[config.mk]
export PLATFORM = sky130hd
export DESIGN_NAME = nsm_ctrl
export DESIGN_NICKNAME = d
export VERILOG_FILES = /design/src/hw/rtl/nsm_pkg.sv /design/src/hw/rtl/nsm_ctrl.sv
export SDC_FILE = /design/constraint.sdc
export NUM_CORES = 1
export LEC_CHECK = 0
export BUFFER_PORTS_ARGS = -buffer_cell sky130_fd_sc_hd__buf_2
export CAP_MARGIN = 10
export CORE_AREA = 4 4 41 43
export CTS_CLUSTER_DIAMETER = 40
export DETAILED_ROUTE_END_ITERATION = 16
export DIE_AREA = 0 0 45 47
export PLACE_DENSITY_LB_ADDON = 0.1
export SLEW_MARGIN = 20
export SYNTH_ARGS = -nofsm -noshare
export SYNTH_HDL_FRONTEND = slang
export SYNTH_SLANG_ARGS = --single-unit
[constraint.sdc]
create_clock -name clk -period 1.5 [get_ports clk]
set_input_delay 0.15 -clock clk [delete_from_list [all_inputs] [get_ports clk]]
set_output_delay 0.15 -clock clk [all_outputs]
set_load 0.005 [all_outputs]
[src/hw/rtl/nsm_pkg.sv]
// Shared types and codes for the stack machine token executor.
package nsm_pkg;

  localparam logic [2:0] STS_OK     = 3'd0;
  localparam logic [2:0] STS_SKIP   = 3'd1;
  localparam logic [2:0] STS_OVER   = 3'd2;
  localparam logic [2:0] STS_UNDER  = 3'd3;
  localparam logic [2:0] STS_BADIDX = 3'd4;
  localparam logic [2:0] STS_HALT   = 3'd5;

  localparam int unsigned LIMIT_W = 13;
  localparam int unsigned DEPTH_W = 11;
  localparam logic [LIMIT_W-1:0] LIMIT_RESET = 13'd4096;

  typedef enum logic [3:0] {
    ACT_PUSH     = 4'd0,
    ACT_REGSTORE = 4'd1,
    ACT_REGGET   = 4'd2,
    ACT_XREGGET  = 4'd3,
    ACT_POP      = 4'd4,
    ACT_XPOP     = 4'd5,
    ACT_NAND     = 4'd6,
    ACT_XNAND    = 4'd7,
    ACT_COND     = 4'd8,
    ACT_XCOND    = 4'd9,
    ACT_HEAPSWAP = 4'd10,
    ACT_NOP      = 4'd11
  } act_t;

  typedef enum logic [3:0] {
    S_CLR, S_IDLE, S_RDN, S_GETN, S_CHK, S_RDX, S_RDY, S_GETX, S_GETY,
    S_EXE, S_RDT, S_GETT, S_FIN
  } state_t;

  typedef enum logic [2:0] {
    RD_NONE, RD_NEXT, RD_X, RD_Y, RD_TOP
  } rd_sel_t;

  typedef struct packed {
    logic    clr_en;
    logic    load;
    rd_sel_t rd_sel;
    logic    cap_nx;
    logic    cap_wx;
    logic    cap_wy;
    logic    cap_top;
    logic    heap_rd;
    logic    check;
    logic    exec;
    logic    out_valid;
  } cmd_t;

  typedef struct packed {
    logic clr_last;
    logic halted;
    logic err;
    logic need_x;
    logic need_y;
    logic reload;
  } sts_t;

endpackage

[src/hw/rtl/nsm_ctrl.sv]
// Controller state machine sequencing each request through the datapath.
module nsm_ctrl (
  input  logic          clk,
  input  logic          rst_n,
  input  logic          start,
  input  nsm_pkg::sts_t sts,
  output nsm_pkg::cmd_t cmd,
  output logic          busy
);

  nsm_pkg::state_t state_r, state_nxt;

  always_ff @(posedge clk) begin
    if (!rst_n) begin
      state_r <= nsm_pkg::S_CLR;
    end else begin
      state_r <= state_nxt;
    end
  end

  assign busy = (state_r != nsm_pkg::S_IDLE);

  always_comb begin
    state_nxt = state_r;
    cmd = '0;
    cmd.rd_sel = nsm_pkg::RD_NONE;
    unique case (state_r)
      nsm_pkg::S_CLR: begin
        cmd.clr_en = 1'b1;
        if (sts.clr_last) state_nxt = nsm_pkg::S_IDLE;
      end
      nsm_pkg::S_IDLE: begin
        if (start) begin
          cmd.load = 1'b1;
          state_nxt = sts.halted ? nsm_pkg::S_FIN : nsm_pkg::S_RDN;
        end
      end
      nsm_pkg::S_RDN: begin
        cmd.rd_sel = nsm_pkg::RD_NEXT;
        state_nxt = nsm_pkg::S_GETN;
      end
      nsm_pkg::S_GETN: begin
        cmd.cap_nx = 1'b1;
        state_nxt = nsm_pkg::S_CHK;
      end
      nsm_pkg::S_CHK: begin
        cmd.check = 1'b1;
        if (sts.err) state_nxt = nsm_pkg::S_FIN;
        else if (sts.need_x) state_nxt = nsm_pkg::S_RDX;
        else state_nxt = nsm_pkg::S_EXE;
      end
      nsm_pkg::S_RDX: begin
        cmd.rd_sel = nsm_pkg::RD_X;
        state_nxt = sts.need_y ? nsm_pkg::S_RDY : nsm_pkg::S_GETX;
      end
      nsm_pkg::S_RDY: begin
        cmd.cap_wx = 1'b1;
        cmd.rd_sel = nsm_pkg::RD_Y;
        state_nxt = nsm_pkg::S_GETY;
      end
      nsm_pkg::S_GETX: begin
        cmd.cap_wx = 1'b1;
        state_nxt = nsm_pkg::S_EXE;
      end
      nsm_pkg::S_GETY: begin
        cmd.cap_wy = 1'b1;
        cmd.heap_rd = 1'b1;
        state_nxt = nsm_pkg::S_EXE;
      end
      nsm_pkg::S_EXE: begin
        cmd.exec = 1'b1;
        state_nxt = nsm_pkg::S_RDT;
      end
      nsm_pkg::S_RDT: begin
        if (sts.reload) begin
          cmd.rd_sel = nsm_pkg::RD_TOP;
          state_nxt = nsm_pkg::S_GETT;
        end else begin
          state_nxt = nsm_pkg::S_FIN;
        end
      end
      nsm_pkg::S_GETT: begin
        cmd.cap_top = 1'b1;
        state_nxt = nsm_pkg::S_FIN;
      end
      nsm_pkg::S_FIN: begin
        cmd.out_valid = 1'b1;
        state_nxt = nsm_pkg::S_IDLE;
      end
      default: state_nxt = nsm_pkg::S_IDLE;
    endcase
  end

endmodule

==> results of run 1 <==
-- power groups by stage --
stage	Combinational (mW)	Sequential (mW)	Clock (mW)
finish	0.102	0.122	0.137
CTS	0.103	0.123	0.139
global placement	0.102	0.124	0
global route	0.113	0.123	0.151
floorplan	0.0670	0.118	0
detailed placement	0.102	0.124	0
-- layer usage --
| metal | vias to the layer above | share of wire [%] | wire length (um) |
|---|---|---|---|
| met3 | 2 | 8.7 | 113 |
| met4 | 0 | 1.1 | 14 |
| met1 | 241 | 46 | 599 |
| met5 | - | 0 | 0 |
| li1 | 274 | - | - |
| met2 | 22 | 44 | 564 |
-- synthesized netlist by cell type (2+ instances only) --
cell type,number,share of area (%)
sky130_fd_sc_hd__nand2b_1,3,4.2
sky130_fd_sc_hd__nor3_1,3,3.4
sky130_fd_sc_hd__nor4_1,2,2.8
sky130_fd_sc_hd__o21ai_0,2,2.2
sky130_fd_sc_hd__nand2_1,10,8.4
sky130_fd_sc_hd__buf_6,2,5.1
sky130_fd_sc_hd__dfxtp_1,4,18
sky130_fd_sc_hd__nor2b_1,3,4.2
sky130_fd_sc_hd__nor2_1,7,5.9
sky130_fd_sc_hd__buf_2,2,2.2
sky130_fd_sc_hd__a21oi_1,3,3.4
-- through the flow --
step | cells | worst slack [ps] | power, mW | TNS, ps
floorplan | 64 | 421 | 0.185 | 0
global placement | 100 | 214 | 0.227 | 0
detailed placement | 100 | 166 | 0.226 | 0
CTS | 103 | 70.9 | 0.365 | 0
global route | 103 | -4.04 | 0.388 | -4.04
finish | 103 | 80.4 | 0.362 | 0
-- layout by cell type (no fill, tap or decap), types with 2 or more instances in the layout --
master / n
sky130_fd_sc_hd__buf_4: 4
sky130_fd_sc_hd__nor4_1: 2
sky130_fd_sc_hd__a21oi_1: 3
sky130_fd_sc_hd__buf_2: 22
sky130_fd_sc_hd__nor2b_1: 3
sky130_fd_sc_hd__o21ai_0: 2
sky130_fd_sc_hd__nor3_1: 3
sky130_fd_sc_hd__nand2_1: 10
sky130_fd_sc_hd__nor2_2: 2
sky130_fd_sc_hd__clkbuf_4: 3
sky130_fd_sc_hd__dfxtp_1: 2
sky130_fd_sc_hd__nand2b_1: 3
sky130_fd_sc_hd__nor2_1: 6
-- worst max-delay path, cell delays in order, from the launching register on --
cell                      delay (ps)
sky130_fd_sc_hd__dfxtp_1         470
sky130_fd_sc_hd__inv_2           120
sky130_fd_sc_hd__nor2_2          190
sky130_fd_sc_hd__and2_1          140
sky130_fd_sc_hd__buf_2           100
-- worst paths after layout --
kind / start / end / slack, ps
worst max register to register: state_r[1] / state_r[0] / 300
worst min register to register: state_r[0] / state_r[1] / 650
worst min-delay path: rst_n / state_r[0] / 150
worst max-delay path: state_r[2] / cmd[6] / 80
-- kinds of logic after synthesis --
logic type	Yosys count	share of synthesized area, %
flops	4	18.0
compound gates	17	27.8
simple gates	37	44.4
buf+inv	6	9.83
-- final cells by class --
class                      instances  area [um^2]
multi-input combinational         54          324
fill                             148          707
timing repair buffer              26          140
clock buffer                       3         22.5
inverter                           1         3.75
sequential                         4         85.1
tap                               15         18.8
-- timing repair --
action | in CTS | in global routing
gates resized for setup | 2 | 2
hold buffers | 0 | 0
hold endpoints to repair | 0 | 0
setup endpoints to repair | 6 | 3
==> results.md, run 1 <==
* Critical Path End Type: primary output
* Pre-Repair DR Iteration Count at 4
* Cell area after synthesis at 445 um^2
* Count of yosys warnings during synthesis at 0
* Number of distinct library cells after synthesis at 34
* First-pass GRT wire length at 2020 um
* Routability congestion estimate at 0.806
* Yosys reg bits at 4
* Fin. max-slew vios at 0
* Global routing met3 resource utilization at 3.07%
* Maximum number of pins on one net before global-route repair at 17
* Status: complete, no violations
* Layout Cell Area excl Fill at 594 um^2
* Latest clock arrival within the worst-skew pair at 240 ps
* Total vias in the final route at 539
* Antenna diodes at 0
* Registers with the most flip-flops: state_r: 4 flops
* Gr busiest metal: met2
* Net Sw Frac at 29.9%
* Worst Hold Class: input port to register
* Worst-case clock buffer depth at 2
* Synthesized netlist net count at 73
* Total wire length after detailed routing at 1290 um
* Async S/R FF share, synth at 0%
* Layout cell share with drive strength beyond 1 at 44.3%
* Number of global-route vias before repair at 472
* Achievable frequency at 704 MHz
* Grt met2 use at 20.1%
* CTS H-tree lvls at 1
* WL/cell at 12.5 um
* Number of enable flip-flop cells after synthesis at 0
* Congestion Overflow GR at 0
* Placed instance area at 564 um^2
* Worst Path Arrival at 1270 ps
* Final period demand of the worst path at 1420 ps
* Vias per cell at 5.23
* Worst clock skew at 2.61 ps
* Critical path startpoint category: register
* Post-CTS setup buffers at 0
* Number of cells traversed by the worst register-to-register path at 5
* Clock sink total at 4
* Clk pin slew, worst setup/hold paths at 40 ps
* Leakage at 0.289 nW
* Final net count at 99
* GRT Total Usage at 13.1%
* TritonCTS buffer count at 3
* DRC violations left at 0
* Switching power of the nets at 0.108 mW
* Met1 demand-to-capacity share in global routing at 17.0%
* Max FFs per register at 4
* Synthesis-to-layout area growth at 33.4%
* Worst Hold Path Cells at 3
* Sequential element share of the synthesized area at 18.0%
* Number of nets still failing antenna checks after routing at 0
* Mapped Cells at 64
* Starting DRT DRC Count at 11
* Number of max-capacitance violations reported at 0
* Count of pins on the block boundary at 23
* Primary FF master, synth: sky130_fd_sc_hd__dfxtp_1
* Clock network fraction of design power at 37.9%
* Tightest slew margin relative to the limit at 78.9%
* Clock tree from TritonCTS: done
* Detailed placer's ending HPWL at 1030 um
* Hold slack at 146 ps
* Register ranked first by flip-flop count: state_r
* IR Drop Worst-Case VDD at 0.328 mV
* Critical path start-end classification: register to primary output
* Worst-Margin Slew at 313 ps
* Crit-path max FO at 8
* Site row count at 13
* Syn avg cell area at 6.96 um^2
* Die ar. at 2120 um^2
* Int Pwr at 0.254 mW
* Hold violation total from the final report at 0
* Part of the total power dissipated in sequential elements at 33.8%
* Setup Viol. Count Final at 0
* Pwr per Cell Area at 609 nW/um^2
* Die W at 45 um
* Initial standard-cell utilization of the core at 34.2%
* Part of the power in combinational logic at 28.3%
* Initial antenna violation count at 0
* Clock tree root buffer cell: sky130_fd_sc_hd__clkbuf_4
* Fraction of the cycle the final worst path needs at 94.6%
* Layout Utilization at 45.7%
* Count of input and output buffers at 22
* Core Box Area at 1300 um^2
* Required time reported for the critical path endpoint at 1350 ps
* Die height at 47 um
No activity file was read; power rests on OpenSTA's default activity.
==> run 2, diff against run 1 <==
BUFFER_PORTS_ARGS = unset   (was -buffer_cell sky130_fd_sc_hd__buf_2)
DONT_BUFFER_PORTS = 1   (was unset)
==> run 2 against run 1 <==
Against the previous run:
- sequential cell count is the same
- clock skew is 2.4 ps lower
- die area unchanged
- largest cell class unchanged
==> results.md, run 2 (synthesis results as in run 1) <==
* Status: complete, no violations (unchanged)
* Number of hold buffers added after CTS at 0 (unchanged)
* Part of the power in combinational logic at 24.2% (was 28.3%)
* Hold slack at 40.9 ps (was 146 ps)
* DRC violations left at 0 (unchanged)
* Max FFs per register at 4 (unchanged)
* Core Box Area at 1300 um^2 (unchanged)
* Layout Utilization at 38.1% (was 45.7%)
* Required time reported for the critical path endpoint at 1350 ps (about the same)
* Net Sw Frac at 27.2% (was 29.9%)
* TritonCTS buffer count at 3 (unchanged)
* Count of cell instances traversed by the critical path at 3 (was 4)
* Number of nets still failing antenna checks after routing at 0 (unchanged)
* Most frequent cells in the layout: 10 x sky130_fd_sc_hd__nand2_1, 6 x sky130_fd_sc_hd__nor2_1, 5 x sky130_fd_sc_hd__buf_4 (was 22 x sky130_fd_sc_hd__buf_2, 10 x sky130_fd_sc_hd__nand2_1, 6 x sky130_fd_sc_hd__nor2_1, 4 x sky130_fd_sc_hd__buf_4)
* Die ar. at 2120 um^2 (unchanged)
* Worst Path Arrival at 1240 ps (was 1270 ps)
* Leakage at 0.191 nW (was 0.289 nW)
* Fin. max-slew vios at 0 (unchanged)
* Final net count at 78 (was 99)
* Tightest slew margin relative to the limit at 75.2% (was 78.9%)
* Worst-case register-to-register setup slack at 190 ps (was 300 ps)
* First-pass GRT wire length at 1940 um (was 2020 um)
* Synthesis-to-layout area growth at 11.2% (was 33.4%)
* Worst flop-to-flop path startpoint: state_r[1] (unchanged)
* WL/cell at 14.7 um (was 12.5 um)
* Clk pin slew, worst setup/hold paths at 40 ps (about the same)
* Cell type with the highest occurrence count on the critical path: sky130_fd_sc_hd__buf_4
* Placement Setup Slack at 197 ps (was 166 ps)
* Part of the total power dissipated in sequential elements at 37.3% (was 33.8%)
* Area taken by flip-flops and latches at 82.6 um^2 (was 85.1 um^2)
* Endpoint of the worst register-to-register path: state_r[1] (was state_r[0])
* Clock sink total at 4 (unchanged)
* IR Drop Worst-Case VDD at 0.421 mV (was 0.328 mV)
* Site row count at 13 (unchanged)
* Aggregate negative setup slack at 0 ps (unchanged)
* Layout cell share with drive strength beyond 1 at 28.4% (was 44.3%)
* CTS H-tree lvls at 1 (unchanged)
* Detailed placer's ending HPWL at 963 um (was 1030 um)
* Number of global-route vias before repair at 437 (was 472)
* Final Instance Count excl. Fillers at 82 (was 103)
* Placed cell count at 79 (was 100)
* Setup Viol. Count Final at 0 (unchanged)
* Setup repair after global routing missed its margin: no
* Initial antenna violation count at 0 (unchanged)
* Crit-path max FO at 10 (was 8)
* Worst clock skew at 0.216 ps (was 2.61 ps)
* Int Pwr at 0.243 mW (was 0.254 mW)
* Pre-Repair DR Iteration Count at 4 (unchanged)
* Pwr per Cell Area at 673 nW/um^2 (was 609 nW/um^2)
* Worst-Margin Slew at 369 ps (was 313 ps)
* Capturing instance or port of the critical path: cmd[12] (was cmd[6])
* Count of pins on the block boundary at 23 (unchanged)
* Critical path start-end classification: register to primary output (unchanged)
* Fraction of the cycle the final worst path needs at 92.7% (was 94.6%)
* Antenna diodes at 0 (unchanged)
* Critical path startpoint category: register (unchanged)
* Number of max-capacitance violations reported at 0 (unchanged)
* Ordered list of cells on the worst path: buf_4 -> nor4_2 -> buf_4 (was inv_2 -> nor2_2 -> and2_1 -> buf_2)
* Congestion Overflow GR at 0 (unchanged)
* Number of cells traversed by the worst register-to-register path at 4 (was 5)
* Top delay family on crit path: flip-flops (unchanged)
* Count of filler cells inserted in the layout at 147 (was 148)
* Switching power of the nets at 0.0909 mW (was 0.108 mW)
* Slowest CP cell: sky130_fd_sc_hd__dfxtp_1 (unchanged)
* Total wire length after detailed routing at 1210 um (was 1290 um)
* Layout Cell Area excl Fill at 495 um^2 (was 594 um^2)
* Clock network fraction of design power at 38.6% (was 37.9%)
* Count of input and output buffers at 0 (was 22)
* Registers with the most flip-flops: state_r: 4 flops (unchanged)
* Worst Hold Class: input port to register (unchanged)
* Post-CTS setup buffers at 0 (unchanged)
* Buffer and inverter count on the worst path at 2 (unchanged)
* Maximum number of pins on one net before global-route repair at 14 (was 17)
* Routability congestion estimate at 0.724 (was 0.806)
* Total vias in the final route at 468 (was 539)
* Total power after layout at 0.334 mW (was 0.362 mW)
* Commonest non-fill, non-tap cell in the layout: sky130_fd_sc_hd__nand2_1 (was sky130_fd_sc_hd__buf_2)
* Initial standard-cell utilization of the core at 34.2% (unchanged)
* Clock tree root buffer cell: sky130_fd_sc_hd__clkbuf_4 (unchanged)
* Final WS setup at 110 ps (was 80.4 ps)
* Achievable frequency at 720 MHz (was 704 MHz)
* Stage delay of the slowest cell on the critical path at 390 ps (was 470 ps)
* Worst-case clock buffer depth at 2 (unchanged)
* Placed instance area at 462 um^2 (was 564 um^2)
* Vias per cell at 5.71 (was 5.23)
* Starting DRT DRC Count at 17 (was 11)
* Register ranked first by flip-flop count: state_r (unchanged)
* Die W at 45 um (unchanged)
* Clock tree from TritonCTS: done (unchanged)
* Hold violation total from the final report at 0 (unchanged)
* Combined area of the multi-input logic cells at 330 um^2 (was 324 um^2)
* Critical Path End Type: primary output (unchanged)
* Start point of the critical path: state_r[0] (was state_r[2])
* Final period demand of the worst path at 1390 ps (was 1420 ps)
* Die height at 47 um (unchanged)
* Latest clock arrival within the worst-skew pair at 230 ps (was 240 ps)
* GRT Total Usage at 12.8% (was 13.1%)
## run 2: how the worst min path moves through the flow
| stage | endpoint | cells after the start | from |
|---|---|---|---|
| floorplan | state_r[0] | 2 | rst_n |
| global placement | state_r[0] | 2 | rst_n |
| detailed placement | state_r[0] | 2 | rst_n |
| CTS | state_r[0] | 2 | rst_n |
| global route | state_r[0] | 2 | rst_n |
| finish | state_r[0] | 2 | rst_n |
## run 2: cell type report
| class | instances | share of cell area, % |
|---|---|---|
| Inverter | 1 | 0.758 |
| Sequential cell | 4 | 16.7 |
| Timing Repair Buffer | 5 | 7.58 |
| Clock buffer | 3 | 4.55 |
| Tap cell | 15 | 3.79 |
| Multi-Input combinational cell | 54 | 66.7 |
## run 2: power groups by stage
stage / Clock [mW] / Combinational (mW) / Sequential [mW]
finish: 0.129 / 0.0806 / 0.124
global route: 0.146 / 0.0893 / 0.126
CTS: 0.134 / 0.0791 / 0.124
detailed placement: 0 / 0.0788 / 0.126
global placement: 0 / 0.0796 / 0.126
floorplan: 0 / 0.0670 / 0.118
## run 2: layer usage
| layer | wire [um] | vias up | global-route usage [%] |
|---|---|---|---|
| li1 | - | 232 | - |
| met1 | 508 | 214 | 15.3 |
| met2 | 546 | 22 | 19.8 |
| met3 | 152 | 0 | 7.28 |
| met4 | 0 | 0 | 3.51 |
| met5 | 0 | - | 0 |
## run 2: timing repair
action / CTS / global route
endpoints found under the setup margin: 5 / 3
resized for setup: 2 / 2
endpoints found under the hold margin: 0 / 0
==> run 3, diff against run 2 <==
SETUP_SLACK_MARGIN = 0.5   (was unset)
==> run 3 against run 2 <==
Against the previous run:
- clock skew hardly changed
- via count grew 21%
- cell area rose by 75%
- hold slack worse by 11 ps
- highest routed layer is now met4
==> results.md, run 3 (synthesis results as in run 1) <==
* Status: complete, no violations (unchanged)
* Count of input and output buffers at 0 (unchanged)
* Slowest CP cell: sky130_fd_sc_hd__dfxtp_4 (was sky130_fd_sc_hd__dfxtp_1)
* Layout Utilization at 66.5% (was 38.1%)
* Count of filler cells inserted in the layout at 105 (was 147)
* Leakage at 0.350 nW (was 0.191 nW)
* Registers with the most flip-flops: state_r: 4 flops (unchanged)
* Site row count at 13 (unchanged)
* Worst Path Arrival at 1370 ps (was 1240 ps)
* Stage delay of the slowest cell on the critical path at 360 ps (was 390 ps)
* Hold violation total from the final report at 0 (unchanged)
* Die height at 47 um (unchanged)
* Ordered list of cells on the worst path: buf_4 -> o21ai_2 -> a21oi_1 -> a31o_1 -> a31oi_1 (was buf_4 -> nor4_2 -> buf_4)
* Congestion Overflow GR at 0 (unchanged)
* Count of cell instances traversed by the critical path at 5 (was 3)
* Number of cells traversed by the worst register-to-register path at 5 (was 4)
* Count of pins on the block boundary at 23 (unchanged)
* Setup repair after global routing missed its margin: yes (was no)
* Worst Hold Class: input port to register (unchanged)
* Combined area of the multi-input logic cells at 474 um^2 (was 330 um^2)
* Final net count at 99 (was 78)
* Top delay family on crit path: compound AO/OA/AOI/OAI gates (was flip-flops)
* Total power after layout at 0.392 mW (was 0.334 mW)
* Achievable frequency at 822 MHz (was 720 MHz)
* GRT Total Usage at 17.4% (was 12.8%)
* Capturing instance or port of the critical path: state_r[0] (was cmd[12])
* Buffer and inverter count on the worst path at 1 (was 2)
* Clk pin slew, worst setup/hold paths at 40 ps (about the same)
* Start point of the critical path: state_r[1] (was state_r[0])
* Area taken by flip-flops and latches at 95.1 um^2 (was 82.6 um^2)
* Required time reported for the critical path endpoint at 1650 ps (was 1350 ps)
* Total wire length after detailed routing at 1780 um (was 1210 um)
* Aggregate negative setup slack at 0 ps (unchanged)
* Worst clock skew at 0.292 ps (was 0.216 ps)
* Detailed placer's ending HPWL at 928 um (was 963 um)
* Number of nets still failing antenna checks after routing at 0 (unchanged)
* First-pass GRT wire length at 2660 um (was 1940 um)
* Pre-Repair DR Iteration Count at 4 (unchanged)
* Register ranked first by flip-flop count: state_r (unchanged)
* Most frequent cells in the layout: 19 x sky130_fd_sc_hd__buf_4, 6 x sky130_fd_sc_hd__nand2_1, 4 x sky130_fd_sc_hd__dfxtp_4 (was 10 x sky130_fd_sc_hd__nand2_1, 6 x sky130_fd_sc_hd__nor2_1, 5 x sky130_fd_sc_hd__buf_4)
* Latest clock arrival within the worst-skew pair at 230 ps (about the same)
* Worst-Margin Slew at 248 ps (was 369 ps)
* CTS H-tree lvls at 1 (unchanged)
* IR Drop Worst-Case VDD at 0.361 mV (was 0.421 mV)
* Starting DRT DRC Count at 12 (was 17)
* Routability congestion estimate at 0.727 (was 0.724)
* Clock tree from TritonCTS: done (unchanged)
* Setup Viol. Count Final at 0 (unchanged)
* Layout cell share with drive strength beyond 1 at 68.2% (was 28.4%)
* Antenna diodes at 0 (unchanged)
* TritonCTS buffer count at 3 (unchanged)
* Clock sink total at 4 (unchanged)
* Placed instance area at 484 um^2 (was 462 um^2)
* Fin. max-slew vios at 0 (unchanged)
* Die ar. at 2120 um^2 (unchanged)
* Initial antenna violation count at 0 (unchanged)
* Worst flop-to-flop path startpoint: state_r[1] (unchanged)
* Endpoint of the worst register-to-register path: state_r[0] (was state_r[1])
* Die W at 45 um (unchanged)
* Vias per cell at 5.49 (was 5.71)
* Critical path startpoint category: register (unchanged)
* DRC violations left at 0 (unchanged)
* Layout Cell Area excl Fill at 866 um^2 (was 495 um^2)
* Initial standard-cell utilization of the core at 34.2% (unchanged)
* Clock tree root buffer cell: sky130_fd_sc_hd__clkbuf_4 (unchanged)
* Pwr per Cell Area at 452 nW/um^2 (was 673 nW/um^2)
* Fraction of the cycle the final worst path needs at 81.1% (was 92.7%)
* Commonest non-fill, non-tap cell in the layout: sky130_fd_sc_hd__buf_4 (was sky130_fd_sc_hd__nand2_1)
* WL/cell at 17.3 um (was 14.7 um)
* Crit-path max FO at 6 (was 10)
* Core Box Area at 1300 um^2 (unchanged)
* Number of hold buffers added after CTS at 0 (unchanged)
* Number of global-route vias before repair at 563 (was 437)
* Worst-case register-to-register setup slack at 280 ps (was 190 ps)
* Total vias in the final route at 565 (was 468)
* Max FFs per register at 4 (unchanged)
* Critical Path End Type: register (was primary output)
* Maximum number of pins on one net before global-route repair at 8 (was 14)
* Critical path start-end classification: register to register (was register to primary output)
* Final period demand of the worst path at 1220 ps (was 1390 ps)
* Synthesis-to-layout area growth at 94.4% (was 11.2%)
* Tightest slew margin relative to the limit at 83.3% (was 75.2%)
* Worst-case clock buffer depth at 2 (unchanged)
* Number of max-capacitance violations reported at 0 (unchanged)
-- run 3: cell count changes in the layout (fill, tap and decap cells not counted), moves of 3 or more --
| cell | change |
|---|---|
| sky130_fd_sc_hd__nor3_4 | +3 |
| sky130_fd_sc_hd__nor3_1 | -3 |
| sky130_fd_sc_hd__buf_6 | +3 |
| sky130_fd_sc_hd__nand2_1 | -4 |
| sky130_fd_sc_hd__dfxtp_4 | +4 |
| sky130_fd_sc_hd__buf_4 | +14 |
| sky130_fd_sc_hd__nor2_4 | +3 |
| sky130_fd_sc_hd__nor2_1 | -3 |
-- run 3: worst min-delay path by stage --
stage	end	cells past startpoint	slack [ps]	from
6_report	state_r[0]	2	30	rst_n
5_1_grt	state_r[0]	2	30	rst_n
4_1_cts	state_r[0]	2	20	rst_n
3_5_place_dp	state_r[0]	2	270	rst_n
3_3_place_gp	state_r[0]	2	270	rst_n
2_1_floorplan	state_r[0]	2	260	rst_n
-- run 3: routing by layer --
layer,global-route usage [%],vias up,part of all wire [%],wire length [um]
met5,0,-,0,0
met3,5.36,2,6.2,111
met4,7.60,0,0.84,15
met2,28.5,23,51,907
li1,-,273,-,-
met1,21.0,267,42,746
-- run 3: timing repair --
action                     CTS  global route
pin swaps                   16             1
resized for setup           33             8
setup endpoints to repair   18            18
setup buffers               18             5
-- run 3: stage by stage --
step / hold slack, ps / setup WS (ps) / std cells
4_1_cts: 20.3 / 289 / 98
3_3_place_gp: 267 / 212 / 77
6_report: 29.6 / 283 / 103
2_1_floorplan: 259 / 449 / 64
5_1_grt: 30.5 / 254 / 103
3_5_place_dp: 269 / 205 / 77
-- run 3: layout make-up --
| cell class | instances | area share [%] |
|---|---|---|
| timing repair buffer | 26 | 28.5 |
| multi-input combinational | 54 | 54.8 |
| clock buffer | 3 | 2.60 |
| tap | 15 | 2.17 |
| sequential | 4 | 11.0 |
| inverter | 1 | 1.01 |
-- run 3: power by group --
part           switching [mW]  internal (mW)  total [mW]
clock                  0.0406         0.0893       0.130
sequential             0.0103          0.108       0.118
combinational          0.0686         0.0752       0.144
